`config.mk`:
```
export PLATFORM = sky130hd
export DESIGN_NAME = masked_byte_pattern_scanner_core
export DESIGN_NICKNAME = d
export VERILOG_FILES = /design/src/rtl/mbps_pkg.sv /design/src/rtl/mbps_cell.sv /design/src/rtl/masked_byte_pattern_scanner_core.sv
export SDC_FILE = /design/constraint.sdc
export NUM_CORES = 2
export LEC_CHECK = 0
export BUFFER_PORTS_ARGS = -buffer_cell sky130_fd_sc_hd__buf_4
export CAP_MARGIN = 30
export CORE_MARGIN = 2
export CORE_UTILIZATION = 60
export CTS_CLUSTER_SIZE = 24
export DETAILED_ROUTE_END_ITERATION = 16
export MAX_ROUTING_LAYER = met4
export PLACE_DENSITY_LB_ADDON = 0.15
export SLEW_MARGIN = 20
export SYNTH_ARGS = -nofsm -noshare
export SYNTH_HDL_FRONTEND = slang
export SYNTH_HIERARCHICAL = 1
export SYNTH_SLANG_ARGS = --single-unit
export TNS_END_PERCENT = 100
```
`constraint.sdc`:
```
create_clock -name clock -period 8.55 [get_ports clock]
set_input_delay 0.4275 -clock clock [delete_from_list [all_inputs] [get_ports clock]]
set_output_delay 0.4275 -clock clock [all_outputs]
set_load 0.02 [all_outputs]
```
`src/rtl/mbps_pkg.sv`:
```
// Shared constants and types for the masked byte pattern scanner.
package mbps_pkg;

   localparam int SCAN_BYTES_DEF   = 4096;
   localparam int TAIL_BYTES_DEF   = 64;
   localparam int MAX_ELEMENTS_DEF = 64;

   localparam int BYTE_W   = 8;
   localparam int KIND_W   = 2;
   localparam int INDEX_W  = 6;
   localparam int LENGTH_W = 7;
   localparam int START_W  = 13;
   localparam int CAPPOS_W = 14;
   localparam int REQ_DATA_W = 24;
   localparam int RSP_DATA_W = 32;

   localparam logic [KIND_W-1:0] KIND_EXACT   = 2'd0;
   localparam logic [KIND_W-1:0] KIND_CAPTURE = 2'd2;

   localparam logic REQ_LOAD = 1'b0;
   localparam logic REQ_DATA = 1'b1;

   typedef struct packed {
      logic              step;
      logic              clear;
      logic              first_ok;
      logic [BYTE_W-1:0] data_byte;
   } mbps_step_type;

   typedef struct packed {
      logic hit;
      logic last;
      logic cap;
   } mbps_stat_type;

endpackage

```
`src/rtl/mbps_cell.sv`:
```
// One pattern element: stored byte and kind, partial match bit, settle chains.
module mbps_cell (
   input  logic                          clock,
   input  logic                          reset,
   input  logic                          active,
   input  logic                          load_we,
   input  logic [mbps_pkg::BYTE_W-1:0]   load_byte,
   input  logic [mbps_pkg::KIND_W-1:0]   load_kind,
   input  mbps_pkg::mbps_step_type       ctrl,
   input  logic                          pm_prev,
   output logic                          pm_out,
   input  logic                          seen_in,
   output logic                          seen_out,
   input  logic                          after_in,
   output logic                          after_out,
   input  logic                          cap_seen_in,
   output logic                          cap_seen_out,
   output mbps_pkg::mbps_stat_type       stat
);
   import mbps_pkg::*;

   logic [BYTE_W-1:0] byte_ff;
   logic [KIND_W-1:0] kind_ff;
   logic              pm_ff, pm_in, pm_new;
   logic              seen_ff, after_ff, cap_seen_ff;
   logic              exact, capture, is_first, in_range, is_last, match;

   assign exact    = active && (kind_ff == KIND_EXACT);
   assign capture  = active && (kind_ff == KIND_CAPTURE);
   assign match    = (byte_ff == ctrl.data_byte);
   assign is_first = exact && !seen_ff;
   assign in_range = active && seen_ff && (exact || after_ff);
   assign is_last  = exact && !after_ff;

   always_comb begin
      pm_new = pm_ff;
      if (ctrl.step) begin
         if (is_first) begin
            pm_new = ctrl.first_ok && match;
         end else if (in_range) begin
            pm_new = pm_prev && (!exact || match);
         end
      end
      pm_in = ctrl.clear ? 1'b0 : pm_new;
   end

   assign pm_out       = pm_ff;
   assign seen_out     = seen_ff || exact;
   assign after_out    = after_ff || exact;
   assign cap_seen_out = cap_seen_ff || capture;

   assign stat.hit  = ctrl.step && is_last && pm_new;
   assign stat.last = is_last;
   assign stat.cap  = capture && !cap_seen_ff;

   always_ff @(posedge clock) begin
      if (reset) begin
         pm_ff       <= 1'b0;
         seen_ff     <= 1'b0;
         after_ff    <= 1'b0;
         cap_seen_ff <= 1'b0;
      end else begin
         pm_ff       <= pm_in;
         seen_ff     <= seen_in;
         after_ff    <= after_in;
         cap_seen_ff <= cap_seen_in;
      end
   end

   always_ff @(posedge clock) begin
      if (load_we) begin
         byte_ff <= load_byte;
         kind_ff <= load_kind;
      end
   end

endmodule

```
`src/rtl/masked_byte_pattern_scanner_core.sv`:
```
// Top level of the masked byte pattern scanner: cell row, position, result register.
//
// The req channel carries load items (tuser 0) that write one pattern element,
// and data items (tuser 1) that stream the bytes of a block, tlast on its final
// byte. csr_we writes pattern_length, the number of elements in use.
// Each data byte moves one step through a row of MAX_ELEMENTS cells that hold
// the partial matches, so data items follow back to back while req_tready is
// high. A result is registered with the byte that ends the search and shows
// in the next cycle: the matching byte, or the last byte of a block with no match.
// After a load item or a csr write, the row's exact/capture prefix and suffix
// chains resettle through one cell a cycle, so req_tready stays low until a
// settle counter runs out; the same wait follows reset.
// Reset clears the partial matches, position and pattern_length (to 1); the
// pattern must be loaded before use.
// A result waits in the output register while rsp_tready is low; req_tready
// stays high only while that register is free or being taken in the same cycle.
module masked_byte_pattern_scanner_core #(
   parameter int SCAN_BYTES   = mbps_pkg::SCAN_BYTES_DEF,
   parameter int TAIL_BYTES   = mbps_pkg::TAIL_BYTES_DEF,
   parameter int MAX_ELEMENTS = mbps_pkg::MAX_ELEMENTS_DEF
) (
   input  logic                              clock,
   input  logic                              reset,
   input  logic                              csr_we,
   input  logic [mbps_pkg::LENGTH_W-1:0]     csr_wdata,
   input  logic                              req_tvalid,
   output logic                              req_tready,
   // elem_index[5:0], elem_byte[13:6], elem_kind[15:14], data_byte[23:16]
   input  logic [mbps_pkg::REQ_DATA_W-1:0]   req_tdata,
   // req_type[0]
   input  logic                              req_tuser,
   input  logic                              req_tlast,
   output logic                              rsp_tvalid,
   input  logic                              rsp_tready,
   // found[0], match_start[13:1], capture_valid[14], capture_pos[28:15], zero[31:29]
   output logic [mbps_pkg::RSP_DATA_W-1:0]   rsp_tdata
);
   import mbps_pkg::*;

   localparam int LIMIT = SCAN_BYTES + TAIL_BYTES;
   localparam int PW    = $clog2(LIMIT + 1);
   localparam int IW    = $clog2(MAX_ELEMENTS);
   localparam int SW    = PW + 10;
   localparam int CW    = $clog2(MAX_ELEMENTS + 3);
   localparam logic [CW-1:0] SETTLE = CW'(MAX_ELEMENTS + 2);

   logic [LENGTH_W-1:0] len_ff;
   logic [PW-1:0]       pos_ff, pos_in;
   logic                done_ff, done_in;
   logic [CW-1:0]       settle_ff, settle_in;
   logic [IW-1:0]       lastx_ff, lastx_in, cap_ff, cap_in;
   logic                has_cap_ff, has_cap_in;
   logic                rsp_valid_ff, rsp_valid_in;
   logic [RSP_DATA_W-1:0] rsp_data_ff, rsp_data_in;

   logic                accept, is_data, is_load, in_win, hit;
   logic [INDEX_W-1:0]  elem_index;
   logic [BYTE_W-1:0]   elem_byte, data_byte;
   logic [KIND_W-1:0]   elem_kind;
   logic [SW-1:0]       start_full, cap_full;
   mbps_step_type       ctrl;

   logic [MAX_ELEMENTS-1:0] pm, seen, after, cap_seen, active, load_we;
   mbps_stat_type           stat [MAX_ELEMENTS];

   assign elem_index = req_tdata[5:0];
   assign elem_byte  = req_tdata[13:6];
   assign elem_kind  = req_tdata[15:14];
   assign data_byte  = req_tdata[23:16];

   assign req_tready = (settle_ff == '0) && (!rsp_valid_ff || rsp_tready);
   assign accept     = req_tvalid && req_tready;
   assign is_data    = accept && (req_tuser == REQ_DATA);
   assign is_load    = accept && (req_tuser == REQ_LOAD);
   assign in_win     = pos_ff < PW'(LIMIT);

   assign ctrl.step      = is_data && !done_ff && in_win;
   assign ctrl.clear     = is_data && (req_tlast || (!done_ff && !in_win));
   assign ctrl.first_ok  = pos_ff < PW'(SCAN_BYTES);
   assign ctrl.data_byte = data_byte;

   genvar g;
   generate
      for (g = 0; g < MAX_ELEMENTS; g++) begin : g_cell
         assign active[g]  = 32'(len_ff) > g;
         assign load_we[g] = is_load && (32'(elem_index) == g);

         mbps_cell u_cell (
            .clock        (clock),
            .reset        (reset),
            .active       (active[g]),
            .load_we      (load_we[g]),
            .load_byte    (elem_byte),
            .load_kind    (elem_kind),
            .ctrl         (ctrl),
            .pm_prev      ((g == 0) ? 1'b0 : pm[(g == 0) ? 0 : g - 1]),
            .pm_out       (pm[g]),
            .seen_in      ((g == 0) ? 1'b0 : seen[(g == 0) ? 0 : g - 1]),
            .seen_out     (seen[g]),
            .after_in     ((g == MAX_ELEMENTS - 1) ? 1'b0
                           : after[(g == MAX_ELEMENTS - 1) ? g : g + 1]),
            .after_out    (after[g]),
            .cap_seen_in  ((g == 0) ? 1'b0 : cap_seen[(g == 0) ? 0 : g - 1]),
            .cap_seen_out (cap_seen[g]),
            .stat         (stat[g])
         );
      end
   endgenerate

   always_comb begin
      hit        = 1'b0;
      lastx_in   = '0;
      cap_in     = '0;
      has_cap_in = 1'b0;
      for (int n = 0; n < MAX_ELEMENTS; n++) begin
         hit        = hit | stat[n].hit;
         lastx_in   = lastx_in | (stat[n].last ? IW'(n) : '0);
         cap_in     = cap_in | (stat[n].cap ? IW'(n) : '0);
         has_cap_in = has_cap_in | stat[n].cap;
      end
   end

   assign start_full = SW'(pos_ff) - SW'(lastx_ff);
   assign cap_full   = start_full + SW'(cap_ff);

   always_comb begin
      settle_in    = (settle_ff != '0) ? settle_ff - CW'(1) : settle_ff;
      if (csr_we || is_load) begin
         settle_in = SETTLE;
      end
      pos_in  = pos_ff;
      done_in = done_ff;
      if (ctrl.step) begin
         pos_in = pos_ff + PW'(1);
      end
      if (hit) begin
         done_in = 1'b1;
      end
      if (is_data && req_tlast) begin
         pos_in  = '0;
         done_in = 1'b0;
      end
      rsp_valid_in = rsp_valid_ff && !rsp_tready;
      rsp_data_in  = rsp_data_ff;
      if (hit) begin
         rsp_valid_in = 1'b1;
         rsp_data_in  = '0;
         rsp_data_in[0]     = 1'b1;
         rsp_data_in[13:1]  = start_full[START_W-1:0];
         rsp_data_in[14]    = has_cap_ff;
         rsp_data_in[28:15] = has_cap_ff ? cap_full[CAPPOS_W-1:0] : '0;
      end else if (is_data && req_tlast && !done_ff) begin
         rsp_valid_in = 1'b1;
         rsp_data_in  = '0;
      end
   end

   always_ff @(posedge clock) begin
      if (reset) begin
         len_ff       <= LENGTH_W'(1);
         pos_ff       <= '0;
         done_ff      <= 1'b0;
         settle_ff    <= SETTLE;
         rsp_valid_ff <= 1'b0;
      end else begin
         if (csr_we) begin
            len_ff <= csr_wdata;
         end
         pos_ff       <= pos_in;
         done_ff      <= done_in;
         settle_ff    <= settle_in;
         rsp_valid_ff <= rsp_valid_in;
      end
   end

   always_ff @(posedge clock) begin
      lastx_ff    <= lastx_in;
      cap_ff      <= cap_in;
      has_cap_ff  <= has_cap_in;
      rsp_data_ff <= rsp_data_in;
   end

   assign rsp_tvalid = rsp_valid_ff;
   assign rsp_tdata  = rsp_data_ff;

endmodule

```
==> flow_summary_export.csv <==
group,metric,value,unit
run_status,run_status,"complete, no violations",
floorplan,rows,100,
worst_setup_path,arrival,5.78,ns
timing,tightest_slew,1.08,ns
worst_setup_path,regToRegEndpoint,"rsp_tdata[28]",
clock_network,cts_tree,"done",
worst_setup_path,r2r.worst_path.cells,18,
cells_and_area,drive_gt1_frac,0.129,
power_and_ir_drop,pd_cells,204,nW/um2
worst_setup_path,cp_slowest_cell,"sky130_fd_sc_hd__nor4_2",
floorplan,die_w,278,um
timing,report.final.setup_viol,0,
global_routing,met3_usage,0.0501,
drt,vias,31100,
hold_path,min-delay-path-class,"input port to register",
drt,first_iter_violations,3102,
worst_setup_path,crit-reg2reg-launch,"len_ff[5]",
clock_network,clkSlewWorstSetupHoldPaths,0.07,ns
timing,clock.fmax,0.185,GHz
synth,per_instance_average_area_after_synthesis,12.3,um2
worst_setup_path,critPathMaxStageDelay,0.75,ns
timing,totalNegativeSetupSlack,0,ns
synth,synthesis.area,45200,um2
global_routing,grt_usage,0.344,
clock_network,h-tree-depth,3,
placed_design,gpl.final_weighted_congestion,0.978,
drt,drc,0,
power_and_ir_drop,power_switching,0.00237,W
power_and_ir_drop,combPwrFrac,0.071,
timing,unrepaired_setup_endpoints_after_global_routing,"false",
worst_setup_path,worstPathBufferInverterCount,4,
cells_and_area,finish.net_count,3840,
timing,final.setup_skew,0.0263,ns
cells_and_area,area.growth.synth_to_final,10.9,%
global_routing,first_global_vias,30300,
global_routing,gr-usage-met2,0.541,
global_routing,first_pass_grt_wire_length,193000,um
cells_and_area,final_cells,4842,
drt,avgRoutedWirePerCell,26.9,um
clock_network,insertion_delay,0.68,ns
worst_setup_path,end_kind,"register",
clock_network,cts.hold.buffers_added,0,
power_and_ir_drop,power_report.internal_total,0.00783,W
timing,final_period_minus_worst_setup_slack,5.40,ns
placed_design,place_area,46600,um2
cells_and_area,sequential_standard_cell_area,26000,um2
worst_setup_path,cp_data_required_time,8.93,ns
clock_network,cts-root-to-sink-buffers,3,
placed_design,place_hpwl,88200,um
worst_setup_path,ff2ff_setup_slack,3.15,ns
global_routing,global_route.peak_usage_layer,"met2",
power_and_ir_drop,clockPowerShare,0.431,
floorplan,die-height,278,um
flow_run,cap_violations,0,
worst_setup_path,timing.critical_path.fanout_max,19,
hold_path,worst_hold_startpoint,"csr_wdata[0]",
drt,drt_wl_total,130000,um
worst_setup_path,critPathMostFrequentCell,"sky130_fd_sc_hd__inv_1",
timing,maxSlewViolCount,0,
floorplan,effective_utilization_at_floorplan,0.607,
global_routing,grt_start_max_net_pins,109,
power_and_ir_drop,power.share.sequential,0.498,
synth,yosysWarnings,6,
drt,vias_per_cell,6.42,
cells_and_area,fin_area,50100,um2
timing,timing.slew.headroom,0.282,
placed_design,number_of_cells_after_detailed_placement,4631,
synth,postSynthCellCount,3662,
floorplan,fp.dieArea,77500,um2
global_routing,grt_antenna_before_repair,4,
drt,first_pass_iters,5,
worst_setup_path,cp_top_delay_family,"simple AND/OR/NAND/NOR gates",
cells_and_area,filler_cell_count,5446,
clock_network,cts-buffers-inserted,99,
placed_design,io_buffers,68,
timing,period_share,0.631,
hold_path,worstHoldEndpoint,"len_ff[0]",
cells_and_area,post-route-util,0.673,
global_routing,grtUsageMet1,0.461,
worst_setup_path,cp_cell_sequence,"nor2_2 -> inv_1 -> nor2_1 -> buf_4 -> inv_1 -> nor2_1 -> nand2_1 -> nor3b_1 -> a311o_1 -> nand3_1 -> nor4_1 -> nor4_1 -> nand4_1 -> nor4_2 -> nand2b_1 -> inv_1 -> nand4_1 -> o32ai_1",
global_routing,grt_overflow_total,0,
floorplan,io_pins,72,
timing,hold_viol_final,0,
drt,antenna_violating_nets_post_route,0,
worst_setup_path,critPathLaunchType,"register",
power_and_ir_drop,switching_share,0.233,
clock_network,clock_sinks,967,
clock_network,clock_tree.root_cell,"sky130_fd_sc_hd__clkbuf_16",
clock_network,postCtsSetupRepairBufs,0,
power_and_ir_drop,vdd_ir_drop_max,0.194,mV
floorplan,placeableCoreArea,74400,um2
worst_setup_path,worstSetupPathType,"register to register",
hold_path,worst_hold_depth,2,
power_and_ir_drop,static-leakage-power,17.5,nW
worst_setup_path,worst-path-stages,18,
cells_and_area,multiInputGateArea,18400,um2
clock_network,post_cts_resize_count,0,
[placed cells by master, fill, tap and decap left out, types with 75 or more instances in the layout]
cell type / instances
sky130_fd_sc_hd__nor3_1: 88
sky130_fd_sc_hd__o21bai_1: 75
sky130_fd_sc_hd__nor2b_1: 268
sky130_fd_sc_hd__xnor2_1: 82
sky130_fd_sc_hd__nor4_1: 136
sky130_fd_sc_hd__buf_4: 111
sky130_fd_sc_hd__nand3_1: 87
sky130_fd_sc_hd__nand2b_1: 202
sky130_fd_sc_hd__clkbuf_16: 100
sky130_fd_sc_hd__nor2_1: 321
sky130_fd_sc_hd__nand2_1: 76
sky130_fd_sc_hd__xor2_1: 455
sky130_fd_sc_hd__edfxtp_1: 668
sky130_fd_sc_hd__dfxtp_1: 299
[power by group through the flow]
stage	logic, W	clock network (W)	registers (W)
after global placement	0.000681	0	0.00518
final	0.000724	0.00440	0.00508
after CTS	0.000710	0.00444	0.00508
after global routing	0.000772	0.00461	0.00508
after detailed placement	0.000705	0	0.00518
after floorplan	0.000396	0	0.00516
[layer usage]
metal	share of wire	wire (um)	up-vias
met5	0	0	-
met4	0.034	4460	0
met3	0.071	9260	268
met2	0.47	60900	1304
met1	0.43	55800	15600
li1	-	-	13900
[final cells by class]
| class | count | share of cell area |
|---|---|---|
| antenna | 4 | 0.000200 |
| tap | 969 | 0.0242 |
| clock inverter | 54 | 0.0118 |
| sequential | 967 | 0.520 |
| clock buffer | 131 | 0.0545 |
| inverter | 29 | 0.00227 |
| timing repair buffer | 121 | 0.0193 |
| multi-input combinational | 2567 | 0.368 |
[registers in the layout (all words and copies together), names as in the netlist]
register	flops
cap_ff	6
g_cell.u_cell/seen_ff	64
pos_ff	13
lastx_ff	6
rsp_tvalid	1
has_cap_ff	1
rsp_tdata	29
g_cell.u_cell/kind_ff	128
done_ff	1
settle_ff	7
g_cell.u_cell/after_ff	64
len_ff	7
g_cell.u_cell/byte_ff	512
g_cell.u_cell/pm_out	64
g_cell.u_cell/cap_seen_ff	64
[worst max-delay path by stage]
stage | slack (ns) | end | from
2_1_floorplan | 0.74 | g_cell[0].u_cell/pm_out | settle_ff[0]
3_3_place_gp | 2.24 | rsp_tdata[28] | len_ff[5]
3_5_place_dp | 3.30 | rsp_tdata[28] | pos_ff[8]
4_1_cts | 3.26 | rsp_tdata[28] | pos_ff[8]
5_1_grt | 2.96 | rsp_tdata[28] | len_ff[5]
6_report | 3.15 | rsp_tdata[28] | len_ff[5]
[metrics by stage]
stage | power (W) | setup slack (ns) | hold WS, ns
after floorplan | 0.00555 | 0.739 | 0.452
after global placement | 0.00586 | 2.24 | 0.464
after detailed placement | 0.00588 | 3.30 | 0.469
after CTS | 0.0102 | 3.26 | 0.0107
after global routing | 0.0105 | 2.96 | 0.0292
final | 0.0102 | 3.15 | 0.0491
Power figures use the tool's default switching activity.
